`src/rtl/core/lcdseq_pkg.sv`:
```
package lcdseq_pkg;

  localparam int unsigned QUEUE_DEPTH_DEFAULT = 4;

  localparam logic [2:0] OP_INIT  = 3'd0;
  localparam logic [2:0] OP_PUTC  = 3'd1;
  localparam logic [2:0] OP_GOTO  = 3'd2;
  localparam logic [2:0] OP_SLOT  = 3'd3;
  localparam logic [2:0] OP_GLYPH = 3'd4;

  localparam logic REG_PULSE_HOLD = 1'b0;
  localparam logic REG_INIT_WAIT  = 1'b1;

  localparam logic [15:0] PULSE_HOLD_RESET = 16'd60;
  localparam logic [15:0] INIT_WAIT_RESET  = 16'd6000;

  localparam logic [7:0] DDRAM_BASE = 8'h80;
  localparam logic [1:0] CGRAM_TAG  = 2'b01;

  localparam logic [2:0] INIT_LAST_BYTE = 3'd5;

  localparam logic [2:0] PH_HI_EN_HIGH = 3'd0;
  localparam logic [2:0] PH_HI_EN_LOW  = 3'd1;
  localparam logic [2:0] PH_LO_EN_HIGH = 3'd2;
  localparam logic [2:0] PH_LO_EN_LOW  = 3'd3;
  localparam logic [2:0] PH_WAIT       = 3'd4;

  typedef struct packed {
    logic       init;
    logic       rs;
    logic [7:0] data;
    logic [7:0] cursor_col;
    logic [7:0] cursor_row;
  } lcdseq_job_t;

  typedef struct packed {
    logic        push;
    lcdseq_job_t job;
  } lcdseq_push_t;

  typedef struct packed {
    logic        valid;
    lcdseq_job_t job;
  } lcdseq_head_t;

  typedef struct packed {
    logic [15:0] pulse_hold;
    logic [15:0] init_wait;
  } lcdseq_cfg_t;

  function automatic logic [7:0] init_byte(input logic [2:0] idx);
    logic [7:0] b;
    unique case (idx)
      3'd0, 3'd1, 3'd2: b = 8'h20;
      3'd3:             b = 8'h28;
      3'd4:             b = 8'h0c;
      3'd5:             b = 8'h01;
      default:          b = 8'h01;
    endcase
    return b;
  endfunction

endpackage

```
`src/rtl/core/lcdseq_cmd_if.sv`:
```
interface lcdseq_cmd_if;
  logic       valid;
  logic       ready;
  logic [2:0] op;
  logic [7:0] value;
  logic [7:0] col;
  logic [7:0] row;
  logic [2:0] slot;

  modport source (output valid, op, value, col, row, slot, input ready);
  modport sink (input valid, op, value, col, row, slot, output ready);
endinterface

```
`src/rtl/core/lcdseq_bus_if.sv`:
```
interface lcdseq_bus_if;
  logic        valid;
  logic        ready;
  logic        reg_sel;
  logic        enable;
  logic [3:0]  nibble;
  logic [15:0] hold_us;
  logic        last;
  logic [7:0]  cursor_col;
  logic [7:0]  cursor_row;

  modport source (output valid, reg_sel, enable, nibble, hold_us, last, cursor_col,
                  cursor_row, input ready);
  modport sink (input valid, reg_sel, enable, nibble, hold_us, last, cursor_col,
                cursor_row, output ready);
endinterface

```
`src/rtl/core/lcdseq_front.sv`:
```
module lcdseq_front (
  input  logic                      clk,
  input  logic                      rst,
  lcdseq_cmd_if.sink                cmd,
  input  logic                      queue_full,
  output lcdseq_pkg::lcdseq_push_t  push
);
  import lcdseq_pkg::*;

  logic [7:0] cur_col;
  logic [7:0] cur_row;
  logic [7:0] cur_col_next;
  logic [7:0] cur_row_next;
  logic       known_op;
  logic       accept;
  logic [7:0] goto_addr;

  assign cmd.ready = !queue_full;
  assign accept    = cmd.valid && cmd.ready;

  assign goto_addr = DDRAM_BASE + {cmd.row[1:0] - 2'd1, 6'd0} + cmd.col - 8'd1;

  always_comb begin
    known_op     = 1'b1;
    cur_col_next = cur_col;
    cur_row_next = cur_row;
    push.job     = '0;
    unique case (cmd.op)
      OP_INIT: begin
        push.job.init = 1'b1;
        cur_col_next  = '0;
        cur_row_next  = '0;
      end
      OP_PUTC: begin
        push.job.rs   = 1'b1;
        push.job.data = cmd.value;
        cur_col_next  = cur_col + 8'd1;
      end
      OP_GOTO: begin
        push.job.data = goto_addr;
        cur_col_next  = cmd.col;
        cur_row_next  = cmd.row;
      end
      OP_SLOT: begin
        push.job.data = {CGRAM_TAG, cmd.slot, 3'd0};
      end
      OP_GLYPH: begin
        push.job.rs   = 1'b1;
        push.job.data = cmd.value;
      end
      default: known_op = 1'b0;
    endcase
    push.job.cursor_col = cur_col_next;
    push.job.cursor_row = cur_row_next;
    push.push           = accept && known_op;
  end

  always_ff @(posedge clk) begin
    if (rst) begin
      cur_col <= '0;
      cur_row <= '0;
    end else if (push.push) begin
      cur_col <= cur_col_next;
      cur_row <= cur_row_next;
    end
  end
endmodule

```
`src/rtl/core/lcdseq_queue.sv`:
```
module lcdseq_queue #(
  parameter int unsigned DEPTH = lcdseq_pkg::QUEUE_DEPTH_DEFAULT
) (
  input  logic                      clk,
  input  logic                      rst,
  input  lcdseq_pkg::lcdseq_push_t  push,
  input  logic                      pop,
  output logic                      full,
  output lcdseq_pkg::lcdseq_head_t  head
);
  import lcdseq_pkg::*;

  localparam int unsigned PTR_W = (DEPTH > 1) ? $clog2(DEPTH) : 1;
  localparam int unsigned CNT_W = $clog2(DEPTH + 1);

  lcdseq_job_t        mem [DEPTH];
  logic [PTR_W-1:0]   wr_ptr;
  logic [PTR_W-1:0]   rd_ptr;
  logic [CNT_W-1:0]   count;
  logic               do_pop;

  assign full       = (count == CNT_W'(DEPTH));
  assign head.valid = (count != '0);
  assign head.job   = mem[rd_ptr];
  assign do_pop     = pop && head.valid;

  always_ff @(posedge clk) begin
    if (push.push) begin
      mem[wr_ptr] <= push.job;
    end
  end

  always_ff @(posedge clk) begin
    if (rst) begin
      wr_ptr <= '0;
      rd_ptr <= '0;
      count  <= '0;
    end else begin
      if (push.push) begin
        wr_ptr <= (wr_ptr == PTR_W'(DEPTH - 1)) ? '0 : wr_ptr + 1'b1;
      end
      if (do_pop) begin
        rd_ptr <= (rd_ptr == PTR_W'(DEPTH - 1)) ? '0 : rd_ptr + 1'b1;
      end
      if (push.push && !do_pop) begin
        count <= count + 1'b1;
      end else if (do_pop && !push.push) begin
        count <= count - 1'b1;
      end
    end
  end

  a_count_bound: assert property (@(posedge clk) disable iff (rst)
    count <= CNT_W'(DEPTH))
    else $error("Job queue count exceeds its depth.");

  a_count_up: assert property (@(posedge clk) disable iff (rst)
    push.push && !do_pop |=> count == $past(count) + 1'b1)
    else $error("Job queue count did not follow a lone push.");
endmodule

```
`src/rtl/core/lcdseq_back.sv`:
```
module lcdseq_back (
  input  logic                      clk,
  input  logic                      rst,
  input  lcdseq_pkg::lcdseq_cfg_t   cfg,
  input  lcdseq_pkg::lcdseq_head_t  head,
  output logic                      pop,
  lcdseq_bus_if.source              bus
);
  import lcdseq_pkg::*;

  logic [2:0]  phase;
  logic [2:0]  byte_idx;
  logic        advance;
  logic        job_done;
  logic [7:0]  cur_byte;
  logic [3:0]  cur_nibble;
  logic        valid;
  logic        reg_sel;
  logic        enable;
  logic [3:0]  nibble;
  logic [15:0] hold_us;
  logic        last;
  logic [7:0]  cursor_col;
  logic [7:0]  cursor_row;

  assign advance    = head.valid && (!valid || bus.ready);
  assign cur_byte   = head.job.init ? init_byte(byte_idx) : head.job.data;
  assign cur_nibble = (phase == PH_HI_EN_HIGH || phase == PH_HI_EN_LOW) ?
                      cur_byte[7:4] : cur_byte[3:0];
  assign job_done   = head.job.init ? (phase == PH_WAIT && byte_idx == INIT_LAST_BYTE)
                                    : (phase == PH_LO_EN_LOW);
  assign pop        = advance && job_done;

  always_ff @(posedge clk) begin
    if (rst) begin
      valid    <= 1'b0;
      phase    <= PH_HI_EN_HIGH;
      byte_idx <= '0;
    end else begin
      if (advance) begin
        valid <= 1'b1;
        if (job_done) begin
          phase    <= PH_HI_EN_HIGH;
          byte_idx <= '0;
        end else if (phase == PH_WAIT) begin
          phase    <= PH_HI_EN_HIGH;
          byte_idx <= byte_idx + 3'd1;
        end else begin
          phase <= phase + 3'd1;
        end
      end else if (bus.ready) begin
        valid <= 1'b0;
      end
    end
  end

  always_ff @(posedge clk) begin
    if (advance) begin
      reg_sel    <= head.job.rs;
      enable     <= (phase == PH_HI_EN_HIGH || phase == PH_LO_EN_HIGH);
      nibble     <= cur_nibble;
      hold_us    <= (phase == PH_WAIT) ? cfg.init_wait : cfg.pulse_hold;
      last       <= job_done;
      cursor_col <= head.job.cursor_col;
      cursor_row <= head.job.cursor_row;
    end
  end

  assign bus.valid      = valid;
  assign bus.reg_sel    = reg_sel;
  assign bus.enable     = enable;
  assign bus.nibble     = nibble;
  assign bus.hold_us    = hold_us;
  assign bus.last       = last;
  assign bus.cursor_col = cursor_col;
  assign bus.cursor_row = cursor_row;

  a_phase_range: assert property (@(posedge clk) disable iff (rst)
    head.valid && !head.job.init |-> phase != PH_WAIT && byte_idx == '0)
    else $error("Byte job is in an init-only phase.");

  a_enable_cmd: assert property (@(posedge clk) disable iff (rst)
    advance && phase == PH_WAIT |=> !enable && !reg_sel)
    else $error("Wait phase drives enable or data select.");
endmodule

```
`src/rtl/core/char_lcd_4bit_write_sequencer_core.sv`:
```
// Channel  Dir  Modport      Payload
// cmd      in   cmd.sink     op, value, col, row, slot
// bus      out  bus.source   reg_sel, enable, nibble, hold_us, last, cursor_col, cursor_row
// cfg      in   plain write  cfg_we, cfg_index, cfg_data
//
// Jobs run one at a time: four output phases per byte write, thirty for init.
// The back sequencer emits at most one phase per cycle, stalling while bus.ready is low.
// Synchronous active-high reset empties the job queue and clears the cursor.
// The job queue lets the front keep taking requests while the bus side stalls, until full.
module char_lcd_4bit_write_sequencer_core #(
  parameter int unsigned QUEUE_DEPTH = lcdseq_pkg::QUEUE_DEPTH_DEFAULT
) (
  input  logic          clk,
  input  logic          rst,
  input  logic          cfg_we,
  input  logic          cfg_index,
  input  logic [15:0]   cfg_data,
  lcdseq_cmd_if.sink    cmd,
  lcdseq_bus_if.source  bus
);
  import lcdseq_pkg::*;

  lcdseq_cfg_t  cfg;
  lcdseq_push_t push;
  lcdseq_head_t head;
  logic         queue_full;
  logic         pop;

  always_ff @(posedge clk) begin
    if (rst) begin
      cfg.pulse_hold <= PULSE_HOLD_RESET;
      cfg.init_wait  <= INIT_WAIT_RESET;
    end else if (cfg_we) begin
      unique case (cfg_index)
        REG_PULSE_HOLD: cfg.pulse_hold <= cfg_data;
        REG_INIT_WAIT:  cfg.init_wait  <= cfg_data;
        default: ;
      endcase
    end
  end

  lcdseq_front u_front (
    .clk        (clk),
    .rst        (rst),
    .cmd        (cmd),
    .queue_full (queue_full),
    .push       (push)
  );

  lcdseq_queue #(
    .DEPTH (QUEUE_DEPTH)
  ) u_queue (
    .clk  (clk),
    .rst  (rst),
    .push (push),
    .pop  (pop),
    .full (queue_full),
    .head (head)
  );

  lcdseq_back u_back (
    .clk  (clk),
    .rst  (rst),
    .cfg  (cfg),
    .head (head),
    .pop  (pop),
    .bus  (bus)
  );
endmodule
```
`src/flat_wrapper.sv`:
```
// flat-port wrapper written by rule: the top's interface ports become plain ports
module char_lcd_4bit_write_sequencer_core_flat import lcdseq_pkg::*;
#(
  parameter int unsigned QUEUE_DEPTH = lcdseq_pkg::QUEUE_DEPTH_DEFAULT
)
  (clk, rst, cfg_we, cfg_index, cfg_data, cmd_valid, cmd_op, cmd_value, cmd_col, cmd_row, cmd_slot, cmd_ready, bus_valid, bus_reg_sel, bus_enable, bus_nibble, bus_hold_us, bus_last, bus_cursor_col, bus_cursor_row, bus_ready);
  lcdseq_cmd_if cmd_i ();
  lcdseq_bus_if bus_i ();
  input  logic clk;
  input  logic rst;
  input  logic cfg_we;
  input  logic cfg_index;
  input  logic [15:0] cfg_data;
  input wire logic [$bits(cmd_i.valid)-1:0] cmd_valid;
  input wire logic [$bits(cmd_i.op)-1:0] cmd_op;
  input wire logic [$bits(cmd_i.value)-1:0] cmd_value;
  input wire logic [$bits(cmd_i.col)-1:0] cmd_col;
  input wire logic [$bits(cmd_i.row)-1:0] cmd_row;
  input wire logic [$bits(cmd_i.slot)-1:0] cmd_slot;
  output wire logic [$bits(cmd_i.ready)-1:0] cmd_ready;
  output wire logic [$bits(bus_i.valid)-1:0] bus_valid;
  output wire logic [$bits(bus_i.reg_sel)-1:0] bus_reg_sel;
  output wire logic [$bits(bus_i.enable)-1:0] bus_enable;
  output wire logic [$bits(bus_i.nibble)-1:0] bus_nibble;
  output wire logic [$bits(bus_i.hold_us)-1:0] bus_hold_us;
  output wire logic [$bits(bus_i.last)-1:0] bus_last;
  output wire logic [$bits(bus_i.cursor_col)-1:0] bus_cursor_col;
  output wire logic [$bits(bus_i.cursor_row)-1:0] bus_cursor_row;
  input wire logic [$bits(bus_i.ready)-1:0] bus_ready;
  assign cmd_i.valid = cmd_valid;
  assign cmd_i.op = cmd_op;
  assign cmd_i.value = cmd_value;
  assign cmd_i.col = cmd_col;
  assign cmd_i.row = cmd_row;
  assign cmd_i.slot = cmd_slot;
  assign cmd_ready = cmd_i.ready;
  assign bus_valid = bus_i.valid;
  assign bus_reg_sel = bus_i.reg_sel;
  assign bus_enable = bus_i.enable;
  assign bus_nibble = bus_i.nibble;
  assign bus_hold_us = bus_i.hold_us;
  assign bus_last = bus_i.last;
  assign bus_cursor_col = bus_i.cursor_col;
  assign bus_cursor_row = bus_i.cursor_row;
  assign bus_i.ready = bus_ready;
  char_lcd_4bit_write_sequencer_core #(.QUEUE_DEPTH(QUEUE_DEPTH)) u_core (.clk(clk), .rst(rst), .cfg_we(cfg_we), .cfg_index(cfg_index), .cfg_data(cfg_data), .cmd(cmd_i), .bus(bus_i));
endmodule
```
`config.mk`:
```
export PLATFORM = sky130hd
export DESIGN_NAME = char_lcd_4bit_write_sequencer_core_flat
export DESIGN_NICKNAME = d
export VERILOG_FILES = /design/src/rtl/core/lcdseq_pkg.sv /design/src/rtl/core/lcdseq_cmd_if.sv /design/src/rtl/core/lcdseq_bus_if.sv /design/src/rtl/core/lcdseq_front.sv /design/src/rtl/core/lcdseq_queue.sv /design/src/rtl/core/lcdseq_back.sv /design/src/rtl/core/char_lcd_4bit_write_sequencer_core.sv /design/src/flat_wrapper.sv
export SDC_FILE = /design/constraint.sdc
export NUM_CORES = 1
export LEC_CHECK = 0
export BUFFER_PORTS_ARGS = -buffer_cell sky130_fd_sc_hd__clkbuf_2
export CAP_MARGIN = 20
export CORE_ASPECT_RATIO = 1.75
export CORE_UTILIZATION = 40
export DETAILED_ROUTE_END_ITERATION = 10
export SETUP_SLACK_MARGIN = 0.1
export SLEW_MARGIN = 10
export SYNTH_ARGS = -nofsm -noshare
export SYNTH_HDL_FRONTEND = slang
export SYNTH_HIERARCHICAL = 1
export SYNTH_SLANG_ARGS = --single-unit
```
`constraint.sdc`:
```
create_clock -name clk -period 3.2 [get_ports clk]
set_input_delay 0.32 -clock clk [delete_from_list [all_inputs] [get_ports clk]]
set_output_delay 0.32 -clock clk [all_outputs]
set_load 0.005 [all_outputs]
```
==> run summary <==
Share of post-route cells with drive strength above 1: 0.2440
Die W: 116.9 um
IO Port Bufs: 92
Clock buffer depth: 3
Crit Path Max Fanout: 10
Syn Nets: 762
Die span in y: 203.0 um
Max cap viols: 0
DR iter-0 viols: 398
Synth Register Bits: 207
H-tree levels: 1
Fmax: 349.0 MHz
Min Hold Slack: 0.08653 ns
Cts bufs inserted: 20
CP arrival: 3.26 ns
Fin crit period: 2.865 ns
CTS tree: built
Setup violators final: 0
Initial Util: 0.4078
Worst-path clk slew: 0.06 ns
Cells after synthesis: 684
Vias in the first global route: 5,983
Placed insts: 1,055
Final Power: 6.093 mW
Syn Area/Cell: 13.50 um2
CP Class: reg -> reg
Hold Fails Final Rpt: 0
First-pass GRT wire length: 30.54 mm
Initial antenna violation count: 0
Place WS: 0.2224 ns
Final setup skew: 0.008763 ns
Slew Limit Headroom: 0.4843
Final worst slack: 0.3347 ns
PwrDens: 576.8 mW/mm2
Mapped Area: 0.009236 mm2
Remaining DRCs: 0
RSZ-0062 raised after global routing: false
Area growth syn-to-layout: 14.37%
Total Neg Setup Slack: 0 ns
Core area: 0.02265 mm2
Design area: 0.01056 mm2
Status: finished clean
Root Buffer: clkbuf_16
Worst Setup Start Kind: flop
Clk_lat worst skew: 0.49 ns
ANT nets after route: 0
Leak: 3.915 nW
Post-Route WL: 19.25 mm
CP endpoint kind: flop
Die ar.: 0.02373 mm2
Worst IR Drop VDD: 316.7 uV
Vias: 5,789
Most frequent cells in the layout: edfxtp_1 (143), clkbuf_2 (92), dfxtp_1 (64), nand2_1 (53), a21oi_1 (39)
Post-CTS setup buffer count: 0
YS warnings: 6
Ant. Diodes: 0
Cell Count, Final, Fillers Out: 1,091
Unique masters post-synth: 71
Top-Level Pins: 93
Sink Count: 207
Number of core rows: 73
Routed vias/inst: 5.306
Routed len/inst: 17.64 um
HP Class: in -> reg
Most common library cell in the layout ignoring fill and taps: edfxtp_1
Router iterations before antenna repair: 5
Slew @ Worst Pin: 0.7735 ns
GRT Util Overall: 0.1677
NumNets Final: 855
Largest net degree at the start of global routing: 55
Placed Area: 0.009966 mm2
EDFF count, synth: 143
Register area share after synthesis: 0.6036
Critical Path RT: 3.60 ns
Final-report max-slew violation count: 0
Main synth FF type: edfxtp_1
Final Cycle Share: 0.8954
Asr flop ratio synth: 0
Post-DP HPWL: 13.56 mm
Finished Core Util: 0.4664
Routability Congestion: 0.8557
Grt total ovfl: 0
==> kinds of logic after synthesis <==
logic type      count (synthesis)  share of synthesized area
simple gates                  195                     0.1124
xor+xnor                       11                    0.01043
fa+ha+maj                      26                    0.03685
compound gates                114                    0.08101
buf+inv                        59                    0.03766
flops                         207                     0.6036
mux                            72                     0.1180
==> sequential cells by signal, summed over array words and instances, names as in the netlist, 4 cells and up, named ones only <==
signal	cells
u_core/u_front/cur_col	8
u_core/u_back/bus.hold_us	16
u_core/u_queue/mem	104
u_core/u_back/bus.cursor_col	8
u_core/u_front/cur_row	8
u_core/u_back/bus.cursor_row	8
u_core/cfg	32
u_core/u_back/bus.nibble	4
==> cells in the mapped netlist (7+ instances only) <==
cell,n,area share
mux4_2,20,0.049
nor2b_1,7,0.0047
nand2_1,53,0.022
and3_1,8,0.0054
a21oi_1,39,0.021
ha_1,24,0.033
dfxtp_1,64,0.14
nor2_1,35,0.014
mux2_2,17,0.021
nand3_1,13,0.0070
edfxtp_1,143,0.46
buf_2,13,0.0070
inv_1,22,0.0089
o21ai_0,25,0.014
nor3_1,7,0.0038
nand2b_1,37,0.025
buf_6,8,0.0098
mux2i_1,29,0.031
==> critical path, stage by stage, from the launching register on <==
cell and delay [ns]:
dfxtp_1 0.35, mux4_2 0.60, and3_4 0.22, nor2_1 0.13, nor2b_1 0.09, o31ai_4 0.08
ha_1 0.24, inv_1 0.07, fa_1 0.37, xor2_1 0.15, or3_1 0.31, a21oi_1 0.15
==> layout make-up <==
cell class | count | area, um2
fill | 2080 | 12090
sequential | 207 | 5575
multi-input combinational | 418 | 3317
timing repair buffer | 106 | 603.1
clock buffer | 28 | 561.8
tap | 300 | 375.4
inverter | 24 | 91.34
clock inverter | 8 | 40.04
==> report_power, final <==
part / internal (mW) / switching, mW / total, mW / leakage (nW)
Clock: 1.23 / 0.933 / 2.16 / 0.296
Combinational: 0.293 / 0.447 / 0.741 / 1.77
Sequential: 3.11 / 0.0807 / 3.19 / 1.85
==> metal layers <==
metal,vias up,track usage,part of all wire
met5,-,0,0
met4,0,0.06736,0.033
met3,36,0.02209,0.050
met2,181,0.3202,0.55
met1,2855,0.1804,0.37
li1,2717,-,-
==> path summary, 6_finish.rpt <==
path                                  start                   endpoint  slack [ns]  depth (start not counted)
setup / recovery                       flop    u_core/u_queue/count[2]        0.33                         11
hold / removal                  cfg_data[3]              u_core/cfg[3]        0.09                          3
setup reg to reg                       flop    u_core/u_queue/count[2]        0.33                         11
hold reg to reg   u_core/u_front/cur_row[0]  u_core/u_front/cur_row[0]        0.45                          2
==> timing repair <==
item	CTS	global route
endpoints found under the setup margin	0	2
gates resized for setup	0	1
hold buffers	0	0
No activity file was read; power rests on OpenSTA's default activity.
